<file path="config.mk">
export PLATFORM = sky130hd
export DESIGN_NAME = bounded_deque_with_search_core_flat
export DESIGN_NICKNAME = d
export VERILOG_FILES = /design/src/rtl/core/bdq_pkg.sv /design/src/rtl/core/bdq_req_if.sv /design/src/rtl/core/bdq_rsp_if.sv /design/src/rtl/core/bdq_ram.sv /design/src/rtl/core/bounded_deque_with_search_core.sv /design/src/flat_wrapper.sv
export SDC_FILE = /design/constraint.sdc
export NUM_CORES = 2
export LEC_CHECK = 0
export ABC_AREA = 1
export BUFFER_PORTS_ARGS = -buffer_cell sky130_fd_sc_hd__buf_2
export CAP_MARGIN = 40
export CORE_MARGIN = 8
export CORE_UTILIZATION = 37
export DETAILED_ROUTE_END_ITERATION = 6
export MAX_ROUTING_LAYER = met4
export PLACE_DENSITY = 0.49
export SLEW_MARGIN = 20
export SYNTH_ARGS = -nofsm -noshare
export SYNTH_HDL_FRONTEND = slang
export SYNTH_SLANG_ARGS = --single-unit
export TNS_END_PERCENT = 1
</file>
<file path="constraint.sdc">
create_clock -name clk -period 12.9 [get_ports clk]
set_clock_uncertainty 0.1 [all_clocks]
set_input_delay 1.29 -clock clk [delete_from_list [all_inputs] [get_ports clk]]
set_output_delay 1.29 -clock clk [all_outputs]
set_load 0.03 [all_outputs]
</file>
<file path="src/rtl/core/bdq_pkg.sv">
package bdq_pkg;

  localparam int DEPTH_DEFAULT = 64;

  localparam int DATA_W = 32;
  localparam int OP_W   = 2;
  localparam int STAT_W = 2;
  localparam int POS_W  = 6;
  localparam int CNT_W  = 7;

  localparam logic [OP_W-1:0] OP_PUSH_FRONT = 2'd0;
  localparam logic [OP_W-1:0] OP_PUSH_BACK  = 2'd1;
  localparam logic [OP_W-1:0] OP_POP_BACK   = 2'd2;
  localparam logic [OP_W-1:0] OP_SEARCH     = 2'd3;

  localparam logic [STAT_W-1:0] STAT_OK    = 2'd0;
  localparam logic [STAT_W-1:0] STAT_EMPTY = 2'd1;
  localparam logic [STAT_W-1:0] STAT_FULL  = 2'd2;

endpackage

</file>
<file path="src/rtl/core/bdq_req_if.sv">
interface bdq_req_if
  import bdq_pkg::*;
  ();
  logic                     valid;
  logic                     ready;
  logic [OP_W-1:0]          op;
  logic signed [DATA_W-1:0] value;

  modport source (output valid, output op, output value, input ready);
  modport sink   (input valid, input op, input value, output ready);
endinterface

</file>
<file path="src/rtl/core/bdq_rsp_if.sv">
interface bdq_rsp_if
  import bdq_pkg::*;
  ();
  logic                     valid;
  logic                     ready;
  logic [STAT_W-1:0]        status;
  logic signed [DATA_W-1:0] data;
  logic                     found;
  logic [POS_W-1:0]         position;
  logic [CNT_W-1:0]         count;

  modport source (output valid, output status, output data, output found,
                  output position, output count, input ready);
  modport sink   (input valid, input status, input data, input found,
                  input position, input count, output ready);
endinterface

</file>
<file path="src/rtl/core/bdq_ram.sv">
module bdq_ram #(
  parameter int WIDTH = 32,
  parameter int DEPTH = 64
) (
  input  logic                     clk,
  input  logic                     we,
  input  logic [$clog2(DEPTH)-1:0] waddr,
  input  logic [WIDTH-1:0]         wdata,
  input  logic [$clog2(DEPTH)-1:0] raddr,
  output logic [WIDTH-1:0]         rdata
);

  logic [WIDTH-1:0] mem [DEPTH];

  always_ff @(posedge clk) begin
    if (we) begin
      mem[waddr] <= wdata;
    end
    rdata <= mem[raddr];
  end

endmodule

</file>
<file path="src/rtl/core/bounded_deque_with_search_core.sv">
// Channel | Dir | Payload                                  | Handshake
// req     | in  | op, value                                | valid / ready
// rsp     | out | status, data, found, position, count     | valid / ready
//
// Pushes and failed requests load the result when accepted; a pop passes
// through S_POP, as the element RAM read is registered. A search reads one
// stored entry per cycle from the front, ending at the first match or the
// last entry. Reset is synchronous, leaving the deque empty; RAM contents are
// not cleared. One item is in flight at a time, and a new item is taken only
// when the result register is free or is being emptied in the same cycle.
module bounded_deque_with_search_core
  import bdq_pkg::*;
#(
  parameter int DEPTH = DEPTH_DEFAULT
) (
  input logic        clk,
  input logic        rst,
  bdq_req_if.sink    req,
  bdq_rsp_if.source  rsp
);

  localparam int AW = $clog2(DEPTH);
  localparam int CW = $clog2(DEPTH + 1);

  localparam logic [1:0] S_IDLE = 2'd0;
  localparam logic [1:0] S_POP  = 2'd1;
  localparam logic [1:0] S_SCAN = 2'd2;

  logic [1:0]        state;
  logic [AW-1:0]     front;
  logic [CW-1:0]     count;
  logic [CW-1:0]     idx;
  logic [DATA_W-1:0] key;

  logic              out_valid;
  logic [STAT_W-1:0] out_status;
  logic [DATA_W-1:0] out_data;
  logic              out_found;
  logic [POS_W-1:0]  out_position;
  logic [CNT_W-1:0]  out_count;

  logic              out_free;
  logic              out_load;
  logic              accept;
  logic              full;
  logic              empty;
  logic [CW-1:0]     count_inc;
  logic [CW-1:0]     count_dec;
  logic [CW-1:0]     idx_inc;
  logic [AW-1:0]     front_dec;
  logic [CW-1:0]     offset;
  logic [CW:0]       slot_sum;
  logic [AW-1:0]     slot;
  logic              ram_we;
  logic [AW-1:0]     ram_waddr;
  logic [DATA_W-1:0] ram_rdata;

  assign out_free  = !out_valid || rsp.ready;
  assign req.ready = (state == S_IDLE) && out_free;
  assign accept    = req.valid && req.ready;

  assign full      = (count == CW'(DEPTH));
  assign empty     = (count == '0);
  assign count_inc = count + 1'b1;
  assign count_dec = count - 1'b1;
  assign idx_inc   = idx + 1'b1;
  assign front_dec = (front == '0) ? AW'(DEPTH - 1) : front - 1'b1;

  // A result is loaded by every push, by a pop or search on an empty deque,
  // at the end of a pop, and at the end of a scan.
  assign out_load  = (state == S_POP) ||
                     (state == S_SCAN && ((ram_rdata == key) || (idx_inc == count))) ||
                     (accept && (req.op == OP_PUSH_FRONT || req.op == OP_PUSH_BACK ||
                                 empty));

  // Offset from the front of the entry to touch this cycle. While scanning,
  // the next entry is fetched as the current one is compared.
  always_comb begin
    offset = '0;
    if (state == S_SCAN) begin
      offset = idx_inc;
    end else begin
      unique case (req.op)
        OP_PUSH_BACK: offset = count;
        OP_POP_BACK:  offset = count_dec;
        default:      offset = '0;
      endcase
    end
  end

  // The sum stays below twice DEPTH, so one conditional subtract wraps it.
  always_comb begin
    slot_sum = (CW+1)'(front) + (CW+1)'(offset);
    if (slot_sum >= (CW+1)'(DEPTH)) begin
      slot_sum = slot_sum - (CW+1)'(DEPTH);
    end
    slot = slot_sum[AW-1:0];
  end

  assign ram_we    = accept && !full &&
                     (req.op == OP_PUSH_FRONT || req.op == OP_PUSH_BACK);
  assign ram_waddr = (req.op == OP_PUSH_FRONT) ? front_dec : slot;

  bdq_ram #(
    .WIDTH (DATA_W),
    .DEPTH (DEPTH)
  ) u_store (
    .clk   (clk),
    .we    (ram_we),
    .waddr (ram_waddr),
    .wdata (req.value),
    .raddr (slot),
    .rdata (ram_rdata)
  );

  always_ff @(posedge clk) begin
    if (rst) begin
      state     <= S_IDLE;
      front     <= '0;
      count     <= '0;
      out_valid <= 1'b0;
    end else begin
      if (out_load) begin
        out_valid <= 1'b1;
      end else if (rsp.ready) begin
        out_valid <= 1'b0;
      end
      unique case (state)
        S_IDLE: begin
          if (accept) begin
            unique case (req.op)
              OP_PUSH_FRONT, OP_PUSH_BACK: begin
                out_data     <= '0;
                out_found    <= 1'b0;
                out_position <= '0;
                if (full) begin
                  out_status <= STAT_FULL;
                  out_count  <= CNT_W'(count);
                end else begin
                  out_status <= STAT_OK;
                  out_count  <= CNT_W'(count_inc);
                  count      <= count_inc;
                  if (req.op == OP_PUSH_FRONT) begin
                    front <= front_dec;
                  end
                end
              end
              OP_POP_BACK: begin
                if (empty) begin
                  out_status   <= STAT_EMPTY;
                  out_data     <= '0;
                  out_found    <= 1'b0;
                  out_position <= '0;
                  out_count    <= CNT_W'(count);
                end else begin
                  state <= S_POP;
                end
              end
              OP_SEARCH: begin
                if (empty) begin
                  out_status   <= STAT_OK;
                  out_data     <= '0;
                  out_found    <= 1'b0;
                  out_position <= '0;
                  out_count    <= CNT_W'(count);
                end else begin
                  key   <= req.value;
                  idx   <= '0;
                  state <= S_SCAN;
                end
              end
              default: begin
                state <= S_IDLE;
              end
            endcase
          end
        end
        S_POP: begin
          out_status   <= STAT_OK;
          out_data     <= ram_rdata;
          out_found    <= 1'b0;
          out_position <= '0;
          out_count    <= CNT_W'(count_dec);
          count        <= count_dec;
          state        <= S_IDLE;
        end
        S_SCAN: begin
          if (ram_rdata == key) begin
            out_status   <= STAT_OK;
            out_data     <= '0;
            out_found    <= 1'b1;
            out_position <= POS_W'(idx);
            out_count    <= CNT_W'(count);
            state        <= S_IDLE;
          end else if (idx_inc == count) begin
            out_status   <= STAT_OK;
            out_data     <= '0;
            out_found    <= 1'b0;
            out_position <= '0;
            out_count    <= CNT_W'(count);
            state        <= S_IDLE;
          end else begin
            idx <= idx_inc;
          end
        end
        default: begin
          state <= S_IDLE;
        end
      endcase
    end
  end

  assign rsp.valid    = out_valid;
  assign rsp.status   = out_status;
  assign rsp.data     = out_data;
  assign rsp.found    = out_found;
  assign rsp.position = out_position;
  assign rsp.count    = out_count;

endmodule

</file>
<file path="src/flat_wrapper.sv">
// flat-port wrapper written by rule: the top's interface ports become plain ports
module bounded_deque_with_search_core_flat import bdq_pkg::*;
#(
  parameter int DEPTH = DEPTH_DEFAULT
)
  (clk, rst, req_valid, req_op, req_value, req_ready, rsp_valid, rsp_status, rsp_data, rsp_found, rsp_position, rsp_count, rsp_ready);
  bdq_req_if req_i ();
  bdq_rsp_if rsp_i ();
  input logic clk;
  input logic rst;
  input wire logic [$bits(req_i.valid)-1:0] req_valid;
  input wire logic [$bits(req_i.op)-1:0] req_op;
  input wire logic [$bits(req_i.value)-1:0] req_value;
  output wire logic [$bits(req_i.ready)-1:0] req_ready;
  output wire logic [$bits(rsp_i.valid)-1:0] rsp_valid;
  output wire logic [$bits(rsp_i.status)-1:0] rsp_status;
  output wire logic [$bits(rsp_i.data)-1:0] rsp_data;
  output wire logic [$bits(rsp_i.found)-1:0] rsp_found;
  output wire logic [$bits(rsp_i.position)-1:0] rsp_position;
  output wire logic [$bits(rsp_i.count)-1:0] rsp_count;
  input wire logic [$bits(rsp_i.ready)-1:0] rsp_ready;
  assign req_i.valid = req_valid;
  assign req_i.op = req_op;
  assign req_i.value = req_value;
  assign req_ready = req_i.ready;
  assign rsp_valid = rsp_i.valid;
  assign rsp_status = rsp_i.status;
  assign rsp_data = rsp_i.data;
  assign rsp_found = rsp_i.found;
  assign rsp_position = rsp_i.position;
  assign rsp_count = rsp_i.count;
  assign rsp_i.ready = rsp_ready;
  bounded_deque_with_search_core #(.DEPTH(DEPTH)) u_core (.clk(clk), .rst(rst), .req(req_i), .rsp(rsp_i));
endmodule
</file>
; ---- Yosys cells after proc, flatten, opt, wreduce, memory -nomap -nowiden
; Memories as Yosys holds them, arrays and structs flattened. A register that Yosys moved wholly into a read port is not among the register bits.
; Cells that the tools add are included.
[word_totals]
word_cells = 130
in_bits = 38
mem_bits_rw = 2048
latch_bits = 0
memories = 1
rom_bits = 0
out_inout_bits = 50
regBits = 103
[classes]
n_shift = 0
n_lt_le_gt_ge = 1
bitwise = 3
muxes = 56
n_reduce_logical = 31
n_eq_ne = 21
n_mul = 0
div = 0
add_sub_neg = 6
[mem_list]
columns = name, depth, width, rd, rd_clocked_by_memory_dff, wr, line
row1 = u_core.u_store.mem, 64, 32, 1, 1, 1, bdq_ram.sv:13  ; logic [WIDTH-1:0] mem [DEPTH];
[op_table]
columns = op, n
row1 = two-way mux 32 bit, 4
row2 = case mux 32 bit (3 select lines), 1
row3 = two-way mux 7 bit, 13
row4 = case mux 32 bit (2 select lines), 1
row5 = case mux 7 bit (2 select lines), 4
row6 = two-way mux 6 bit, 7
row7 = equality test 32 bit, 1
row8 = case mux 7 bit (3 select lines), 1
row9 = AND reduction 5 bit, 4
row10 = two-way mux 2 bit, 9
row11 = case mux 6 bit (3 select lines), 1
row12 = adder 7 x 1 -> 7 bit (second input constant), 2
row13 = != test 3 bit (second input constant), 4
row14 = case mux 2 bit (3 select lines), 2
row15 = case mux 6 bit (2 select lines), 1
row16 = subtractor 6 x 1 -> 6 bit (second input constant), 2
row17 = != test 2 bit (second input constant), 5
row18 = != test 3 x 2 -> 1 bit (second input constant), 3
row19 = adder 6 x 7 -> 8 bit, 1
row20 = >= comparator 8 x 7 -> 1 bit (second input constant), 1
row21 = two-way mux 1 bit, 8
row22 = case mux 2 bit (2 select lines), 2
row23 = equality test 7 bit, 1
row24 = equality test 7 bit (second input constant), 1
row25 = 19 further kinds, 39

; ---- Depth between registers and ports, before layout
[logic_depth]
ltp_word = 8
ltp_mapped = 22
depth_no_buf = 21

; ---- Modules after synthesis
; From an unflattened synthesis, not the netlist that was laid out.
[hier_totals]
cells_unflattened = 7483
hier_area_um2 = 88514.9
[modules_own_cells]
columns = module, instances, seq_area_each_um2, cells_each, area_each_um2
row1 = bdq_ram, 1, 62139.6, 6785, 82785.6
row2 = bounded_deque_with_search_core, 1, 2932.8, 698, 5729.2

; ---- Least setup slack after synthesis
; OpenSTA, ideal clock, no wires.
[synth_path]
path_kind = input to register
startpoint = input req_op[0]
endpoint = memory u_core.u_store.mem[36][0], enable pin
path_buffers = 3
stages = 16
arrival_time_ns = 5.070
setup_slack_ns = 7.308
setup_time_ns = 0.421
path_cell_list = inv_1 -> ha_1 -> o21ai_0 -> o22ai_1 -> ha_1 -> inv_1 -> fa_1 -> buf_2 -> inv_4 -> buf_2 -> clkbuf_1 -> o21ai_0 -> inv_1 -> nor2_1 -> nand2_1 -> nor2_1
[synth_via]
elab_chain_cells = 7
[synth_rtl]
columns = item, line
row1 = start: declaration, flat_wrapper.sv:12  ; input wire logic [$bits(req_i.op)-1:0] req_op;
row2 = equality test 2 bit or equality test 2 x 1 -> 1 bit (tied branches), "bounded_deque_with_search_core.sv:83, bounded_deque_with_search_core.sv:101"
row3 = case mux 7 bit (2 select lines), bounded_deque_with_search_core.sv:83  ; unique case (req.op)
row4 = two-way mux 7 bit, bounded_deque_with_search_core.sv:80  ; if (state == S_SCAN) begin
row5 = adder 6 x 7 -> 8 bit, bounded_deque_with_search_core.sv:93  ; slot_sum = (CW+1)'(front) + (CW+1)'(offset);
row6 = >= comparator 8 x 7 -> 1 bit or subtractor 6 x 1 -> 6 bit (tied branches), "bounded_deque_with_search_core.sv:94, bounded_deque_with_search_core.sv:95"
row7 = two-way mux 6 bit, bounded_deque_with_search_core.sv:94  ; if (slot_sum >= (CW+1)'(DEPTH)) begin
row8 = two-way mux 6 bit, bounded_deque_with_search_core.sv:102  ; assign ram_waddr = (req.op == OP_PUSH_FRONT) ? front_dec : slot;
row9 = end: declaration, bdq_ram.sv:13
; Parallel ways exist; a longest one is shown, timed or not.

; ---- Final worst setup path
[layout_path]
startpoint = register u_core.state[0]
endpoint = register u_core.u_store.rdata[1], read port of u_core.u_store.mem
[layout_via]
elab_chain_cells = 5
[layout_rtl]
columns = item, line
row1 = start: declaration, bounded_deque_with_search_core.sv:29  ; logic [1:0] state;
row2 = start signal: assignment, bounded_deque_with_search_core.sv:118  ; state <= S_IDLE;
row3 = start signal: assignment, bounded_deque_with_search_core.sv:156  ; state <= S_POP;
row4 = start signal: assignment, bounded_deque_with_search_core.sv:169  ; state <= S_SCAN;
row5 = equality test 2 bit *, bounded_deque_with_search_core.sv:80
row6 = two-way mux 7 bit *, bounded_deque_with_search_core.sv:80
row7 = adder 6 x 7 -> 8 bit *, bounded_deque_with_search_core.sv:93
row8 = >= comparator 8 x 7 -> 1 bit or subtractor 6 x 1 -> 6 bit (tied branches), "bounded_deque_with_search_core.sv:94, bounded_deque_with_search_core.sv:95"
row9 = two-way mux 6 bit *, bounded_deque_with_search_core.sv:94
row10 = end: declaration, bdq_ram.sv:10  ; output logic [WIDTH-1:0] rdata
; Mark *: on every way between the ends. The rest lies on a longest branch, timed or not.
; A chain may end at the register's enable or synchronous reset.

==> flow_summary_export.csv <==
group,metric,value,unit
setup_path,cp_top_family,"buffers and inverters",
yosys,synth_area_per_cell,12.7,um2
pwr,clkPwrFrac,0.289,
setup_path,slowest_delay,1.28,ns
detailed_routing,wl,288000,um
yosys,postSynthNetCount,6970,
cells_and_area,syn2layout_area_growth,15.0,%
pwr,p_leak,33.2,nW
clock_tree,numCtsBuffers,228,
sta,slew_headroom,0.322,
yosys,synth-seq-cells,2183,
grt,antenna_found_initial,15,
yosys,synth-edff-count,2135,
setup_path,critPathKind,"flop to flop",
yosys,ys.flop_type,"edfxtp_1",
detailed_routing,avgViaCountPerCell,5.50,
sta,fmax,0.151,GHz
yosys,async_reset_ff_frac,0,
sta,rsz0062_at_grt,"false",
placement,gp_congestion,0.837,
setup_path,crit_path_end_kind,"flop",
floorplanning,dieHeight,502,um
cells_and_area,num-nets-final,7024,
sta,final-hold-violation-count,0,
detailed_routing,first_pass_iters,6,
grt,grt_pass1_wl,405000,um
pwr,p_total,22.3,mW
hold_path,worstHoldPathType,"flop to flop",
setup_path,start_kind,"flop",
placement,dpl.hpwl,173000,um
setup_path,cp.required,13.60,ns
clock_tree,cts_root_buf,"clkbuf_16",
yosys,synthesis.area,87400,um2
floorplanning,io_pins,88,
sta,drv_slew,0,
grt,grt_max_degree,213,
grt,grt_overflow,0,
sta,finalCritPeriodShare,0.512,
floorplanning,die-area,252000,um2
clock_tree,cts_hold_buf,0,
yosys,synth_cell_type_count,46,
pwr,ir_drop,160,uV
sta,final.setup.tns,0,ns
yosys,yosysWarnings,0,
pwr,power_density,222,nW/um2
flow_run,drv_cap,0,
status,status,"completed",
clock_tree,cts_setup_buffers,0,
pwr,p_int,13.7,mW
sta,tightest_slew,1.02,ns
detailed_routing,drc,0,
setup_path,path_cells,"inv_1 -> ha_1 -> inv_1 -> o21ai_0 -> o22ai_1 -> ha_4 -> inv_1 -> fa_4 -> buf_4 -> buf_12 -> buf_4 -> o21ai_0 -> o22ai_1 -> nand2_1 -> o21ai_1 -> a21oi_1 -> nand2_1 -> nand3_1 -> nand2_1",
floorplanning,die_w,502,um
setup_path,cp_num_buf_inv,6,
pwr,p_comb_frac,0.341,
floorplanning,rows,178,
placement,place_inst,9881,
pwr,switchingPower,8.63,mW
floorplanning,initial_core_util,0.372,
clock_tree,clock_sinks,2183,
cells_and_area,finalInstanceArea,101000,um2
placement,place_area,93200,um2
pwr,power.share.switching,0.386,
clock_tree,cts_max_level,4,
detailed_routing,wl_per_cell,28.0,um
cells_and_area,postLayoutCoreUtil,0.428,
clock_tree,clkTransAtPathRegs,0.06,ns
detailed_routing,drtIter0Drc,6775,
detailed_routing,vias,56700,
floorplanning,coreArea,235000,um2
grt,grt_use_total,0.227,
clock_tree,cts_resized,0,
setup_path,crit_slowest_cell,"fa_4",
clock_tree,clockBufferDepth,3,
clock_tree,cts_tree,"yes",
setup_path,worstPathArrival,7.31,ns
pwr,p_seq_frac,0.370,
clock_tree,clk_latency,0.88,ns
placement,port-buffer-count,87,
yosys,ys_seq_area_frac,0.744,
yosys,syn_inst,6911,
cells_and_area,fin_cells,10300,
sta,setup_viol,0,
cells_and_area,drive_above_1_share,0.105,
sta,post-route-min-period,6.61,ns
grt,grt_pass1_vias,52600,
detailed_routing,drtAntennaViolNets,0,
setup_path,path_max_fanout,145,
## cells by family (layout without fill, tap and decap cells)
logic type | after synthesis | after routing | synth area share
buf+inv | 760 | 1001 | 0.0365
xor+xnor | 37 | 37 | 0.00379
mux | 64 | 64 | 0.00824
compound gates | 1867 | 1867 | 0.115
fa+ha+maj | 21 | 21 | 0.00309
other cells | 0 | 11 | 0
flops | 2183 | 2183 | 0.744
simple gates | 1979 | 1979 | 0.0892
## metal layers
| metal | routed length, um | track usage |
|---|---|---|
| met1 | 125000 | 0.314 |
| met2 | 133000 | 0.351 |
| met3 | 20800 | 0.0322 |
| met4 | 9640 | 0.0704 |
| met5 | 0 | - |
## cells in the mapped netlist (16+ instances only)
master    number  area [um2]
a21oi_1       83         415
buf_1         16        60.1
buf_2        134         671
buf_4         34         255
clkbuf_1     264         991
dfxtp_1       48         961
edfxtp_1    2135       64100
ha_1          20         250
inv_1        295        1110
mux2_2        59         664
nand2_1      637        2390
nand3_1      159         796
nor2_1      1147        4310
o21ai_0     1045        5230
o21ai_1      201        1010
o22ai_1      516        3230
xnor2_1       30         263
## flip-flops by register name (all words and copies together), names as in the netlist
signal,cells
u_core.state,2
u_core.u_store.mem,2048
u_core.key,32
u_core.idx,7
u_core.rsp.valid,1
u_core.rsp.found,1
u_core.rsp.data,32
u_core.rsp.count,7
u_core.front,6
u_core.rsp.status,2
u_core.rsp.position,6
u_core.count,7
u_core.u_store.rdata,32
## layout by cell type (no fill, tap or decap), types with 50 or more instances in the layout
cell type  instances
o21ai_0         1045
a21oi_1           83
nand2_1          637
clkbuf_1          50
mux2_2            59
buf_4            105
edfxtp_1        2135
nor2_4            64
o22ai_1          516
clkinv_1          57
o21ai_1          201
nand3_1          159
buf_2             84
inv_1            293
clkbuf_16        229
nor2_1          1083
## stage by stage
step	setup WS [ns]	hold WS, ns
final	6.29	0.429
after global routing	5.81	0.463
after CTS	6.16	0.427
after detailed placement	5.67	0.415
after global placement	5.63	0.412
after floorplan	7.31	0.371
## area by class of cell
class / count / area [um2]
well taps: 3150 / 3940
clock inverters: 131 / 1250
clock buffers: 286 / 6010
fillers: 21600 / 135000
repair buffers: 277 / 3340
flip-flops and latches: 2183 / 65100
multi-input cells: 3968 / 19700
inverters: 307 / 1190
diodes: 11 / 27.5
## power by group through the flow
stage,logic [mW],clock network (mW),registers [mW]
4_1_cts,7.60,6.55,8.24
6_report,7.62,6.45,8.26
3_3_place_gp,7.51,0,8.40
2_1_floorplan,4.50,0,8.34
5_1_grt,8.20,6.80,8.25
3_5_place_dp,7.58,0,8.39
## worst paths after layout
path                                                    from                               to  slack, ns  depth (start not counted)
worst max-delay path            u_core.state[0]$_SDFFE_PP0P_  u_core.u_store.rdata[1]$_DFF_P_       6.29                         19
worst min-delay path            u_core.front[4]$_SDFFE_PP0P_     u_core.front[4]$_SDFFE_PP0P_       0.43                          2
worst max register to register  u_core.state[0]$_SDFFE_PP0P_  u_core.u_store.rdata[1]$_DFF_P_       6.29                         19
worst min register to register  u_core.front[4]$_SDFFE_PP0P_     u_core.front[4]$_SDFFE_PP0P_       0.43                          2
## tightest hold or removal path, cell delays in order (launching register included)
cell	delay (ns)
dfxtp_1	0.34
inv_1	0.08
a21oi_1	0.06
Note: power is estimated with default switching activity, not from simulation.
